### src/hw/rtl/stbs_pkg.sv
// Shared widths, types and codes for the sorted table binary search block.
`default_nettype none

package stbs_pkg;

   localparam int TABLE_DEPTH  = 256;
   localparam int KEY_WIDTH    = 8;
   localparam int INDEX_WIDTH  = $clog2(TABLE_DEPTH);
   localparam int COUNT_WIDTH  = INDEX_WIDTH + 1;

   // The queue depth must be a power of two so the pointers wrap naturally.
   localparam int QUEUE_DEPTH  = 2;
   localparam int QPTR_WIDTH   = $clog2(QUEUE_DEPTH);
   localparam int QCOUNT_WIDTH = QPTR_WIDTH + 1;

   localparam logic REQ_WRITE  = 1'b0;
   localparam logic REQ_SEARCH = 1'b1;

   typedef logic [INDEX_WIDTH-1:0] index_type;
   typedef logic [KEY_WIDTH-1:0]   key_type;
   typedef logic [COUNT_WIDTH-1:0] count_type;

   typedef enum logic [1:0] {
      OP_WRITE,
      OP_SEARCH,
      OP_REJECT
   } op_kind_type;

   typedef enum logic [1:0] {
      ST_IDLE,
      ST_SEARCH,
      ST_RESP
   } state_type;

   typedef struct packed {
      op_kind_type kind;
      index_type   entry_index;
      key_type     key_value;
      index_type   lo_index;
      index_type   hi_index;
   } op_type;

endpackage

`default_nettype wire

### src/hw/rtl/stbs_req_if.sv
// Request channel: table writes and search requests.
`default_nettype none

interface stbs_req_if;
   logic                          valid;
   logic                          ready;
   logic                          req_type;
   logic [stbs_pkg::INDEX_WIDTH-1:0] entry_index;
   logic [stbs_pkg::KEY_WIDTH-1:0]   key_value;
   logic [stbs_pkg::INDEX_WIDTH-1:0] low_bound;
   logic [stbs_pkg::INDEX_WIDTH-1:0] high_bound;

   modport source (
      output valid, req_type, entry_index, key_value, low_bound, high_bound,
      input  ready
   );

   modport sink (
      input  valid, req_type, entry_index, key_value, low_bound, high_bound,
      output ready
   );
endinterface

`default_nettype wire

### src/hw/rtl/stbs_rsp_if.sv
// Response channel: search results.
`default_nettype none

interface stbs_rsp_if;
   logic                             valid;
   logic                             ready;
   logic                             found;
   logic [stbs_pkg::INDEX_WIDTH-1:0] found_index;

   modport source (
      output valid, found, found_index,
      input  ready
   );

   modport sink (
      input  valid, found, found_index,
      output ready
   );
endinterface

`default_nettype wire

### src/hw/rtl/stbs_front.sv
// Front end: holds the entry count register, accepts requests and classifies them.
`default_nettype none

module stbs_front (
   input  wire logic                          clock,
   input  wire logic                          reset,
   input  wire logic                          csr_write_en,
   input  wire logic [stbs_pkg::COUNT_WIDTH-1:0] csr_write_data,
   stbs_req_if.sink                           req,
   output stbs_pkg::op_type                   push_op,
   output logic                               push_valid,
   input  wire logic                          push_ready
);
   import stbs_pkg::*;

   count_type entry_count_ff;
   count_type eff_count;
   count_type hi_ext;
   count_type lo_ext;
   logic      reject;

   always_ff @(posedge clock) begin
      if (reset) begin
         entry_count_ff <= '0;
      end else if (csr_write_en) begin
         entry_count_ff <= csr_write_data;
      end
   end

   // The count saturates at the table depth. An empty table is covered by the
   // upper bound check, since any high bound is at or beyond a count of zero.
   always_comb begin
      eff_count = (entry_count_ff > COUNT_WIDTH'(TABLE_DEPTH)) ?
                  COUNT_WIDTH'(TABLE_DEPTH) : entry_count_ff;
      hi_ext    = {1'b0, req.high_bound};
      lo_ext    = {1'b0, req.low_bound};
      reject    = (lo_ext > hi_ext) || (hi_ext >= eff_count);
   end

   always_comb begin
      push_op.entry_index = req.entry_index;
      push_op.key_value   = req.key_value;
      push_op.lo_index    = req.low_bound;
      push_op.hi_index    = req.high_bound;
      if (req.req_type == REQ_WRITE) begin
         push_op.kind = OP_WRITE;
      end else if (reject) begin
         push_op.kind = OP_REJECT;
      end else begin
         push_op.kind = OP_SEARCH;
      end
   end

   assign push_valid = req.valid;
   assign req.ready  = push_ready;

endmodule

`default_nettype wire

### src/hw/rtl/stbs_queue.sv
// Short queue of classified operations between the front and back ends.
`default_nettype none

module stbs_queue (
   input  wire logic     clock,
   input  wire logic     reset,
   input  wire stbs_pkg::op_type push_op,
   input  wire logic     push_valid,
   output logic          push_ready,
   output stbs_pkg::op_type pop_op,
   output logic          pop_valid,
   input  wire logic     pop_ready
);
   import stbs_pkg::*;

   op_type                  slot_ff [QUEUE_DEPTH];
   logic [QPTR_WIDTH-1:0]   wr_ptr_ff;
   logic [QPTR_WIDTH-1:0]   rd_ptr_ff;
   logic [QCOUNT_WIDTH-1:0] count_ff;
   logic [QCOUNT_WIDTH-1:0] count_in;
   logic                    push;
   logic                    pop;

   assign push_ready = (count_ff != QCOUNT_WIDTH'(QUEUE_DEPTH));
   assign pop_valid  = (count_ff != '0);
   assign push       = push_valid && push_ready;
   assign pop        = pop_valid && pop_ready;
   assign pop_op     = slot_ff[rd_ptr_ff];

   always_comb begin
      count_in = count_ff;
      if (push && !pop) begin
         count_in = count_ff + 1'b1;
      end else if (pop && !push) begin
         count_in = count_ff - 1'b1;
      end
   end

   always_ff @(posedge clock) begin
      if (reset) begin
         wr_ptr_ff <= '0;
         rd_ptr_ff <= '0;
         count_ff  <= '0;
      end else begin
         if (push) begin
            wr_ptr_ff <= wr_ptr_ff + 1'b1;
         end
         if (pop) begin
            rd_ptr_ff <= rd_ptr_ff + 1'b1;
         end
         count_ff <= count_in;
      end
   end

   always_ff @(posedge clock) begin
      if (push) begin
         slot_ff[wr_ptr_ff] <= push_op;
      end
   end

   a_count_bound: assert property (@(posedge clock) disable iff (reset)
      count_ff <= QCOUNT_WIDTH'(QUEUE_DEPTH))
      else $error("queue count exceeds its depth");

   a_count_grow: assert property (@(posedge clock) disable iff (reset)
      push && !pop |=> count_ff == $past(count_ff) + 1'b1)
      else $error("queue count did not follow a lone push");

endmodule

`default_nettype wire

### src/hw/rtl/stbs_back.sv
// Back end: key table memory, halving search engine and result register.
`default_nettype none

module stbs_back (
   input  wire logic        clock,
   input  wire logic        reset,
   input  wire stbs_pkg::op_type pop_op,
   input  wire logic        pop_valid,
   output logic             pop_ready,
   stbs_rsp_if.source       rsp
);
   import stbs_pkg::*;

   state_type state_ff;
   state_type state_in;

   key_type   key_table_mem [TABLE_DEPTH];
   key_type   rd_data_ff;
   index_type rd_addr;
   logic      mem_we;

   count_type lo_ff;
   count_type lo_in;
   count_type hi_ff;
   count_type hi_in;
   index_type mid_ff;
   index_type mid_in;
   key_type   key_ff;
   key_type   key_in;
   logic      found_ff;
   logic      found_in;
   index_type found_index_ff;
   index_type found_index_in;

   count_type head_mid;
   count_type mid_ext;
   count_type next_lo;
   count_type next_hi;
   count_type next_mid;
   logic      hit;
   logic      range_empty;

   function automatic count_type mid_of(input count_type lo, input count_type hi);
      count_type span;
      span = hi - lo;
      return lo + (span >> 1);
   endfunction

   // One probe per cycle: compare the entry read last cycle, narrow the
   // range, and issue the read of the next midpoint.
   always_comb begin
      head_mid = mid_of({1'b0, pop_op.lo_index}, {1'b0, pop_op.hi_index});
      mid_ext  = {1'b0, mid_ff};
      hit      = (rd_data_ff == key_ff);
      if (key_ff < rd_data_ff) begin
         next_lo     = lo_ff;
         next_hi     = mid_ext - 1'b1;
         range_empty = (mid_ff == '0) || (lo_ff > next_hi);
      end else begin
         next_lo     = mid_ext + 1'b1;
         next_hi     = hi_ff;
         range_empty = (next_lo > hi_ff);
      end
      next_mid = mid_of(next_lo, next_hi);
   end

   always_comb begin
      state_in = state_ff;
      case (state_ff)
         ST_IDLE: begin
            if (pop_valid) begin
               case (pop_op.kind)
                  OP_SEARCH: state_in = ST_SEARCH;
                  OP_REJECT: state_in = ST_RESP;
                  default:   state_in = ST_IDLE;
               endcase
            end
         end
         ST_SEARCH: begin
            if (hit || range_empty) begin
               state_in = ST_RESP;
            end
         end
         ST_RESP: begin
            if (rsp.ready) begin
               state_in = ST_IDLE;
            end
         end
         default: state_in = ST_IDLE;
      endcase
   end

   always_comb begin
      pop_ready      = 1'b0;
      mem_we         = 1'b0;
      rd_addr        = next_mid[INDEX_WIDTH-1:0];
      lo_in          = lo_ff;
      hi_in          = hi_ff;
      mid_in         = mid_ff;
      key_in         = key_ff;
      found_in       = found_ff;
      found_index_in = found_index_ff;
      case (state_ff)
         ST_IDLE: begin
            pop_ready = 1'b1;
            rd_addr   = head_mid[INDEX_WIDTH-1:0];
            if (pop_valid) begin
               mem_we         = (pop_op.kind == OP_WRITE);
               lo_in          = {1'b0, pop_op.lo_index};
               hi_in          = {1'b0, pop_op.hi_index};
               mid_in         = head_mid[INDEX_WIDTH-1:0];
               key_in         = pop_op.key_value;
               found_in       = 1'b0;
               found_index_in = '0;
            end
         end
         ST_SEARCH: begin
            if (hit) begin
               found_in       = 1'b1;
               found_index_in = mid_ff;
            end else if (range_empty) begin
               found_in       = 1'b0;
               found_index_in = '0;
            end else begin
               lo_in  = next_lo;
               hi_in  = next_hi;
               mid_in = next_mid[INDEX_WIDTH-1:0];
            end
         end
         ST_RESP: begin
         end
         default: begin
         end
      endcase
   end

   always_ff @(posedge clock) begin
      if (reset) begin
         state_ff <= ST_IDLE;
      end else begin
         state_ff <= state_in;
      end
   end

   always_ff @(posedge clock) begin
      lo_ff          <= lo_in;
      hi_ff          <= hi_in;
      mid_ff         <= mid_in;
      key_ff         <= key_in;
      found_ff       <= found_in;
      found_index_ff <= found_index_in;
   end

   always_ff @(posedge clock) begin
      if (mem_we) begin
         key_table_mem[pop_op.entry_index] <= pop_op.key_value;
      end
      rd_data_ff <= key_table_mem[rd_addr];
   end

   assign rsp.valid       = (state_ff == ST_RESP);
   assign rsp.found       = found_ff;
   assign rsp.found_index = found_index_ff;

   a_range_order: assert property (@(posedge clock) disable iff (reset)
      state_ff == ST_SEARCH |-> lo_ff <= hi_ff)
      else $error("search range is empty while searching");

   a_mid_in_range: assert property (@(posedge clock) disable iff (reset)
      state_ff == ST_SEARCH |-> ({1'b0, mid_ff} >= lo_ff) && ({1'b0, mid_ff} <= hi_ff))
      else $error("probe index lies outside the search range");

   a_miss_index: assert property (@(posedge clock) disable iff (reset)
      rsp.valid && !rsp.found |-> rsp.found_index == '0)
      else $error("not found result carries a nonzero index");

endmodule

`default_nettype wire

### src/hw/rtl/sorted_table_binary_search.sv
// Top level of the sorted table binary search block.
`default_nettype none

// Channel   Role    Handshake      Payload
// req_chan  input   valid/ready    req_type, entry_index, key_value, low_bound, high_bound
// rsp_chan  output  valid/ready    found, found_index
// csr_*     config  write enable   csr_write_data (entry count, 9 bits)
//
// A write item updates the key table as it leaves the queue. A search item
// first issues the read of its first midpoint, then probes the key table one
// entry per probe through the single read port (at most nine probes for a
// full table of 256 entries) and waits in the result register until taken.
// A search rejected by its bounds goes straight to the result register.
// Reset clears the entry count, the queue and the search state; the key table
// is not cleared and holds nothing meaningful until written.
// The two-entry queue lets the front end keep accepting items while the back
// end searches or holds a result that the consumer has not taken yet.

module sorted_table_binary_search (
   input  wire logic                             clock,
   input  wire logic                             reset,
   input  wire logic                             csr_write_en,
   input  wire logic [stbs_pkg::COUNT_WIDTH-1:0] csr_write_data,
   stbs_req_if.sink                              req_chan,
   stbs_rsp_if.source                            rsp_chan
);
   import stbs_pkg::*;

   // Classified operations flowing from the front end into the queue.
   op_type push_op;
   logic   push_valid;
   logic   push_ready;

   // Queue head as seen by the back end.
   op_type pop_op;
   logic   pop_valid;
   logic   pop_ready;

   // The front end checks search bounds against the entry count as each item
   // arrives, so the back end only ever runs searches over a valid range.
   stbs_front u_front (
      .clock          (clock),
      .reset          (reset),
      .csr_write_en   (csr_write_en),
      .csr_write_data (csr_write_data),
      .req            (req_chan),
      .push_op        (push_op),
      .push_valid     (push_valid),
      .push_ready     (push_ready)
   );

   // Writes travel through the queue as well, so table updates and searches
   // keep the order in which the items were accepted.
   stbs_queue u_queue (
      .clock      (clock),
      .reset      (reset),
      .push_op    (push_op),
      .push_valid (push_valid),
      .push_ready (push_ready),
      .pop_op     (pop_op),
      .pop_valid  (pop_valid),
      .pop_ready  (pop_ready)
   );

   // The back end owns the key table and performs the halving search.
   stbs_back u_back (
      .clock     (clock),
      .reset     (reset),
      .pop_op    (pop_op),
      .pop_valid (pop_valid),
      .pop_ready (pop_ready),
      .rsp       (rsp_chan)
   );

endmodule

`default_nettype wire
### src/flat_wrapper.sv
// flat-port wrapper written by rule: the top's interface ports become plain ports
module sorted_table_binary_search_flat import stbs_pkg::*;
  (clock, reset, csr_write_en, csr_write_data, req_chan_valid, req_chan_req_type, req_chan_entry_index, req_chan_key_value, req_chan_low_bound, req_chan_high_bound, req_chan_ready, rsp_chan_valid, rsp_chan_found, rsp_chan_found_index, rsp_chan_ready);
  stbs_req_if req_chan_i ();
  stbs_rsp_if rsp_chan_i ();
  input  wire logic clock;
  input  wire logic reset;
  input  wire logic csr_write_en;
  input  wire logic [stbs_pkg::COUNT_WIDTH-1:0] csr_write_data;
  input wire logic [$bits(req_chan_i.valid)-1:0] req_chan_valid;
  input wire logic [$bits(req_chan_i.req_type)-1:0] req_chan_req_type;
  input wire logic [$bits(req_chan_i.entry_index)-1:0] req_chan_entry_index;
  input wire logic [$bits(req_chan_i.key_value)-1:0] req_chan_key_value;
  input wire logic [$bits(req_chan_i.low_bound)-1:0] req_chan_low_bound;
  input wire logic [$bits(req_chan_i.high_bound)-1:0] req_chan_high_bound;
  output wire logic [$bits(req_chan_i.ready)-1:0] req_chan_ready;
  output wire logic [$bits(rsp_chan_i.valid)-1:0] rsp_chan_valid;
  output wire logic [$bits(rsp_chan_i.found)-1:0] rsp_chan_found;
  output wire logic [$bits(rsp_chan_i.found_index)-1:0] rsp_chan_found_index;
  input wire logic [$bits(rsp_chan_i.ready)-1:0] rsp_chan_ready;
  assign req_chan_i.valid = req_chan_valid;
  assign req_chan_i.req_type = req_chan_req_type;
  assign req_chan_i.entry_index = req_chan_entry_index;
  assign req_chan_i.key_value = req_chan_key_value;
  assign req_chan_i.low_bound = req_chan_low_bound;
  assign req_chan_i.high_bound = req_chan_high_bound;
  assign req_chan_ready = req_chan_i.ready;
  assign rsp_chan_valid = rsp_chan_i.valid;
  assign rsp_chan_found = rsp_chan_i.found;
  assign rsp_chan_found_index = rsp_chan_i.found_index;
  assign rsp_chan_i.ready = rsp_chan_ready;
  sorted_table_binary_search u_core (.clock(clock), .reset(reset), .csr_write_en(csr_write_en), .csr_write_data(csr_write_data), .req_chan(req_chan_i), .rsp_chan(rsp_chan_i));
endmodule
### config.mk
export PLATFORM = sky130hd
export DESIGN_NAME = sorted_table_binary_search_flat
export DESIGN_NICKNAME = d
export VERILOG_FILES = /design/src/hw/rtl/stbs_pkg.sv /design/src/hw/rtl/stbs_req_if.sv /design/src/hw/rtl/stbs_rsp_if.sv /design/src/hw/rtl/stbs_front.sv /design/src/hw/rtl/stbs_queue.sv /design/src/hw/rtl/stbs_back.sv /design/src/hw/rtl/sorted_table_binary_search.sv /design/src/flat_wrapper.sv
export SDC_FILE = /design/constraint.sdc
export NUM_CORES = 2
export LEC_CHECK = 0
export BUFFER_PORTS_ARGS = -buffer_cell sky130_fd_sc_hd__buf_2
export CAP_MARGIN = 20
export CORE_MARGIN = 4
export CORE_UTILIZATION = 65
export DETAILED_ROUTE_END_ITERATION = 8
export PLACE_DENSITY = 0.81
export SYNTH_ARGS = -nofsm -noshare
export SYNTH_HDL_FRONTEND = slang
export SYNTH_SLANG_ARGS = --single-unit
### constraint.sdc
create_clock -name clock -period 14.2 [get_ports clock]
set_input_delay 2.13 -clock clock [delete_from_list [all_inputs] [get_ports clock]]
set_output_delay 2.13 -clock clock [all_outputs]
set_load 0.02 [all_outputs]
Yosys cells after proc, flatten, opt, wreduce, memory -nomap -nowiden
Memory sizes are Yosys's and may differ from the RTL's. A register that Yosys moved wholly into a read port is not among the register bits.
Cells that the tools add are included.

word-level totals
  flip-flop bits (word level) = 58
  memory bits (writable) = 2116
  bits of input ports = 47
  output and inout bits = 11
  word-level logic and storage cells = 103
  memories = 2

memory list
  name                         words  width  read ports  clocked after memory_dff  write ports  line              RTL
  u_core.u_back.key_table_mem  256    8      1           1                         1            stbs_back.sv:17   key_type key_table_mem [TABLE_DEPTH];
  u_core.u_queue.slot_ff       2      34     1           1                         1            stbs_queue.sv:16  op_type slot_ff [QUEUE_DEPTH];

cells by class
  add/sub/neg operators = 10
  $lt $le $gt $ge = 6
  equality and inequality tests = 12
  multiplexer cells = 43
  reduce and logical (&&, ||, !) cells = 19

operators with widths
  cell                   count
  $mux W9                9
  $mux W8                7
  $pmux W9 S2            2
  $pmux W8 S2            2
  $gt A9 B9 Y1           2
  $add A8 B8 Y8          2
  $mux W2                7
  $mux W1                13
  $add A8 B1 Y9 const B  1
  $ge A8 B9 Y1           1
  $gt A9 B9 Y1 const B   1
  $sub A8 B1 Y9 const B  1
  $sub A8 B8 Y9          1
  $sub A9 B9 Y9          1
  $eq A8 B8 Y1           1
  $gt A8 B8 Y1           1
  $logic_not A8 Y1       1
  $lt A8 B8 Y1           1
  $ne A2 B2 Y1 const B   4
  $pmux W2 S3            1
  $reduce_and A3 Y1      2
  $reduce_bool A2 Y1     3
  $eq A2 B1 Y1 const B   2
  $eq A2 B2 Y1 const B   2
  other kinds (13)       22

Logic depth before layout (Yosys ltp)
  depth in word-level cells = 7
  depth in mapped cells = 30
  gate-level depth less buffers = 26

Hierarchy
A second synthesis with hierarchy kept.

second synthesis, totals
  cell total of the unflattened synthesis = 6531
  area, all modules = 89440.8 um^2

modules (own cells, without submodules)
  module      instances  cells each  area an instance (um^2)  seq. area each (um^2)
  stbs_back   1          6278        85733.5                  62990.4
  stbs_queue  1          130         2675.1                   2142.1
  stbs_front  1          123         1032.2                   180.2

Least setup slack after synthesis
OpenSTA, ideal clock, no wires.

  path kind = register to register
  start point = reg u_core.u_back.key_ff[3]
  end point = reg u_core.u_back.rd_data_ff[1] (read register of u_core.u_back.key_table_mem)
  setup time = 112 ps
  arrival time = 5434 ps
  required time = 14088 ps
  path slack = 8654 ps
  stages on the path, launching flop included = 29
  path buffers = 3
  period minus slack after synthesis = 5546 ps
  cell sequence = edfxtp_1 > ha_1 > nand2_1 > o21bai_2 > a21oi_2 > or2_2 > clkbuf_1 > clkbuf_1 > nor2_1 > a21oi_1 > inv_1 > ha_1 > o221ai_1 > a21boi_0 > o21ai_0 > nand2b_1 > a211oi_1 > nor2_1 > ha_1 > o2111a_1 > nor3_1 > a211oi_1 > nand3_1 > o32a_1 > nand2b_1 > buf_1 > o22ai_1 > nor4_1 > a2111oi_1

between the ends
  cells in the longest elaborated chain, start to end = 5
  elaborated cells between the ends (all ways) = 6
  classes of those cells = 2 x add/sub; 1 x order compare; 3 x mux

ends and longest elaborated chain
  what                    line              RTL
  from (decl)             stbs_back.sv:28   key_type key_ff;
  from (signal assigned)  stbs_back.sv:149  key_ff <= key_in;
  $lt A8 B8 Y1 (*)        stbs_back.sv:55   if (key_ff < rd_data_ff) begin
  $mux W9                 stbs_back.sv:55
  $sub A9 B9 Y9           stbs_back.sv:45   span = hi - lo;
  $add A8 B8 Y8 (*)       stbs_back.sv:46   return lo + (span >> 1);
  $mux W8 (*)             stbs_back.sv:103  case (state_ff)
  to (decl)               stbs_back.sv:18   key_type rd_data_ff;

Mark *: on every way between the ends. The rest lies on a longest branch, timed or not.
A chain may end at the register's enable or synchronous reset.

Final worst setup path
  start point = reg u_core.u_back.key_ff[5]
  end point = reg u_core.u_back.rd_data_ff[7] (read register of u_core.u_back.key_table_mem)

Same word-level chain as after synthesis.

==> results.cfg <==
[yosys]
yosysMostFrequentCell = edfxtp_1
synth_largest_area_cell = edfxtp_1
synth_nets = 4455
synth.avg_cell_area_um2 = 20.2
async_reset_ff_share_pct = 0
yosys-top-cells-area = edfxtp_1 (74%), mux4_2 (13%), mux2i_1 (1.6%)
yosysWarnings = 0
syn_inst = 4331
synth_cell_types = 74
ys_top_cells_by_count = edfxtp_1 (2159), mux4_2 (512), nor2_1 (358), mux2i_1 (136), nand2_1 (120)
synth_enable_flop_cells = 2159
netlist_area_um2 = 87300
synth_ff_type = edfxtp_1
yosysTopAreaCellShare_pct = 74.3
synth-seq-cells = 2183
ys_seq_area_share_pct = 74.8

[setup_path]
path_class = reg -> reg
worst-r2r-setup-slack_ns = 5.39
cp_data_arrival_time_ns = 9.49
rr_endpoint = u_core.u_back.rd_data_ff[7]
end_kind = flop
reg2regPathDepth = 21
r2r_start = u_core.u_back.key_ff[5]
path_max_fanout = 56
crit_required_ns = 14.88
cp-start-kind = flop

[clock_tree]
cts_tree = done
postCtsResizedCells = 0
cts.sink_count = 2183
cts_buffer_depth = 3
cts_root_buffer = clkbuf_16
htree_num_levels = 4
hold_buffers = 0
post_cts_buffers = 0
insertion_delay_ns = 0.83
numCtsBuffers = 204
clk_pin_slew_ns = 0.07

[grt]
grt.overflow.total = 0
use_met1_pct = 41.5
use_met2_pct = 47.2
use_met3_pct = 6.14
grt_antenna_before_repair = 6
first_global_vias = 44800
top_usage_layer = met2
grt_pass1_wl_um = 308000
grt_usage_pct = 30.2
grt_max_degree = 171

[routing]
wl_um = 209000
wl_per_cell_um = 32.9
drtPass1Iterations = 6
postRouteAntennaNets = 0
drt-initial-drc-count = 6497
avgViaCountPerCell = 7.00
vias = 44500
drc = 0

[flow_run]
max_cap_viol_count = 0

[cells_and_area]
area_growth_pct = 10.1
n_fill_cell = 7329
drive_above_1_share_pct = 23.2
nNetsFinal = 4541

[sta]
slew_headroom_pct = 15.9
fin_crit_ns = 8.81
final_max_slew_viol_count = 0
fmax_mhz = 114
final.period_utilization_pct = 62.0
hold_viol = 0
finalSetupViolCount = 0
rsz0062_at_grt = no
finalSetupTns_ns = 0
fin_skew_ns = 0.0408
tightest_slew_ns = 1.26

[floorplan]
row_count = 134
fp.dieH_um = 374
initial_core_util_pct = 65.4
coreArea_um2 = 133000
die_x_um = 374
die_area_um2 = 140000
io_pins = 58

[hold_path]
hold_depth = 2
hold_class = reg -> reg
min-delay-start = u_core.u_front.entry_count_ff[3]
hold_end = u_core.u_front.entry_count_ff[3]

[placement]
dp_hpwl_um = 114000
gp_congestion = 0.882
port_buffers = 57

[outcome]
status = completed
## logic make-up after synthesis
logic type / after synthesis / synth area share [%]
fa+ha+maj: 77 / 1.13
xor+xnor: 46 / 0.461
buf+inv: 298 / 1.55
compound gates: 312 / 2.36
simple gates: 632 / 3.16
mux: 783 / 16.5
flops: 2183 / 74.8
## worst max-delay path by stage
| stage | depth (start not counted) | slack (ns) | to | from |
|---|---|---|---|---|
| 2_1_floorplan | 28 | 8.65 | u_core.u_back.rd_data_ff[1] | u_core.u_back.key_ff[3] |
| 3_3_place_gp | 21 | 6.05 | u_core.u_back.rd_data_ff[7] | u_core.u_back.key_ff[7] |
| 3_5_place_dp | 21 | 5.84 | u_core.u_back.rd_data_ff[4] | u_core.u_back.key_ff[7] |
| 4_1_cts | 21 | 5.69 | u_core.u_back.rd_data_ff[7] | u_core.u_back.key_ff[5] |
| 5_1_grt | 21 | 5.05 | u_core.u_back.rd_data_ff[1] | u_core.u_back.key_ff[5] |
| 6_report | 21 | 5.39 | u_core.u_back.rd_data_ff[7] | u_core.u_back.key_ff[5] |
## sequential cells by signal, summed over array words and instances, names as in the netlist, named ones only
name	flops
u_core.u_queue.slot_ff	68
u_core.u_back.rsp.found_index	8
u_core.u_back.lo_ff	9
u_core.u_back.key_table_mem	2048
u_core.u_back.rd_data_ff	8
u_core.u_back.key_ff	8
u_core.u_front.entry_count_ff	9
u_core.u_back.hi_ff	9
u_core.u_back.mid_ff	8
u_core.u_queue.count_ff	2
u_core.u_queue.wr_ptr_ff	1
u_core.u_back.rsp.found	1
u_core.u_queue.rd_ptr_ff	1
u_core.u_back.state_ff	2
## worst max-delay path: stages, from the launching register on
cell	delay, ns
edfxtp_1	0.39
ha_1	0.33
a21oi_1	0.09
o21ai_1	0.83
or3b_1	0.40
and2_1	0.40
inv_1	0.14
fa_1	0.46
xnor2_1	0.52
xnor2_1	0.15
ha_1	0.33
nand2_1	0.09
o21ai_4	0.23
buf_4	0.74
buf_4	0.81
buf_4	0.73
mux4_2	0.43
mux2_2	0.28
o22ai_1	0.16
nor3_1	0.11
nor4b_1	0.75
a2111oi_1	0.10
## layout by cell type, fill, tap and decap left out, types with 10 or more instances in the layout
cell type / netlist / layout
o21a_1: 16 / 16
o21ai_0: 25 / 25
clkbuf_16: 0 / 205
xnor2_1: 30 / 30
ha_1: 74 / 74
nand2b_1: 20 / 20
inv_1: 66 / 66
mux2i_1: 136 / 136
nor2_1: 358 / 357
a21oi_1: 68 / 68
xor2_1: 16 / 16
buf_4: 13 / 44
bufinv_16: 0 / 21
buf_2: 85 / 58
edfxtp_1: 2159 / 2159
dfxtp_1: 24 / 23
nand4_1: 10 / 10
nand2_1: 120 / 104
nor3_1: 41 / 41
a21o_1: 12 / 12
clkinv_2: 0 / 29
nor2b_1: 16 / 15
o22ai_1: 116 / 116
mux2_1: 23 / 23
nand2_2: 0 / 16
nor4b_1: 21 / 14
clkinv_1: 0 / 47
clkbuf_1: 113 / 45
mux4_2: 512 / 512
mux2_2: 111 / 103
## through the flow
stage                     area [um2]  hold slack [ns]  cells  worst slack, ns  util [%]
after floorplan                87300            0.452   4331             8.65         -
after global placement         89400            0.472   5973             6.05      67.0
after detailed placement       89500            0.484   5975             5.84      67.0
after CTS                      96000            0.501   6345             5.69      71.9
after global routing           96100            0.550   6349             5.05      72.0
final                          96100            0.498   6351             5.39      72.0
## metal layers
metal,routed length [um],vias to the layer above
met4,12100,8
met3,20700,601
li1,-,17900
met1,73900,23000
met5,78,-
met2,102000,3009
## final cells by class
type / count / area [um2] / share of cell area, %
inverter: 66 / 248 / 0.258
timing repair buffer: 112 / 843 / 0.877
clock buffer: 254 / 5350 / 5.57
tap: 1768 / 2210 / 2.30
multi-input combinational: 1850 / 20900 / 21.8
sequential: 2183 / 65300 / 68.0
antenna: 2 / 5.00 / 0.00521
clock inverter: 116 / 1190 / 1.24
Power is left out: the tool's default activity adds up to more than one toggle a clock period on the data nets, which glitch-free logic cannot reach.
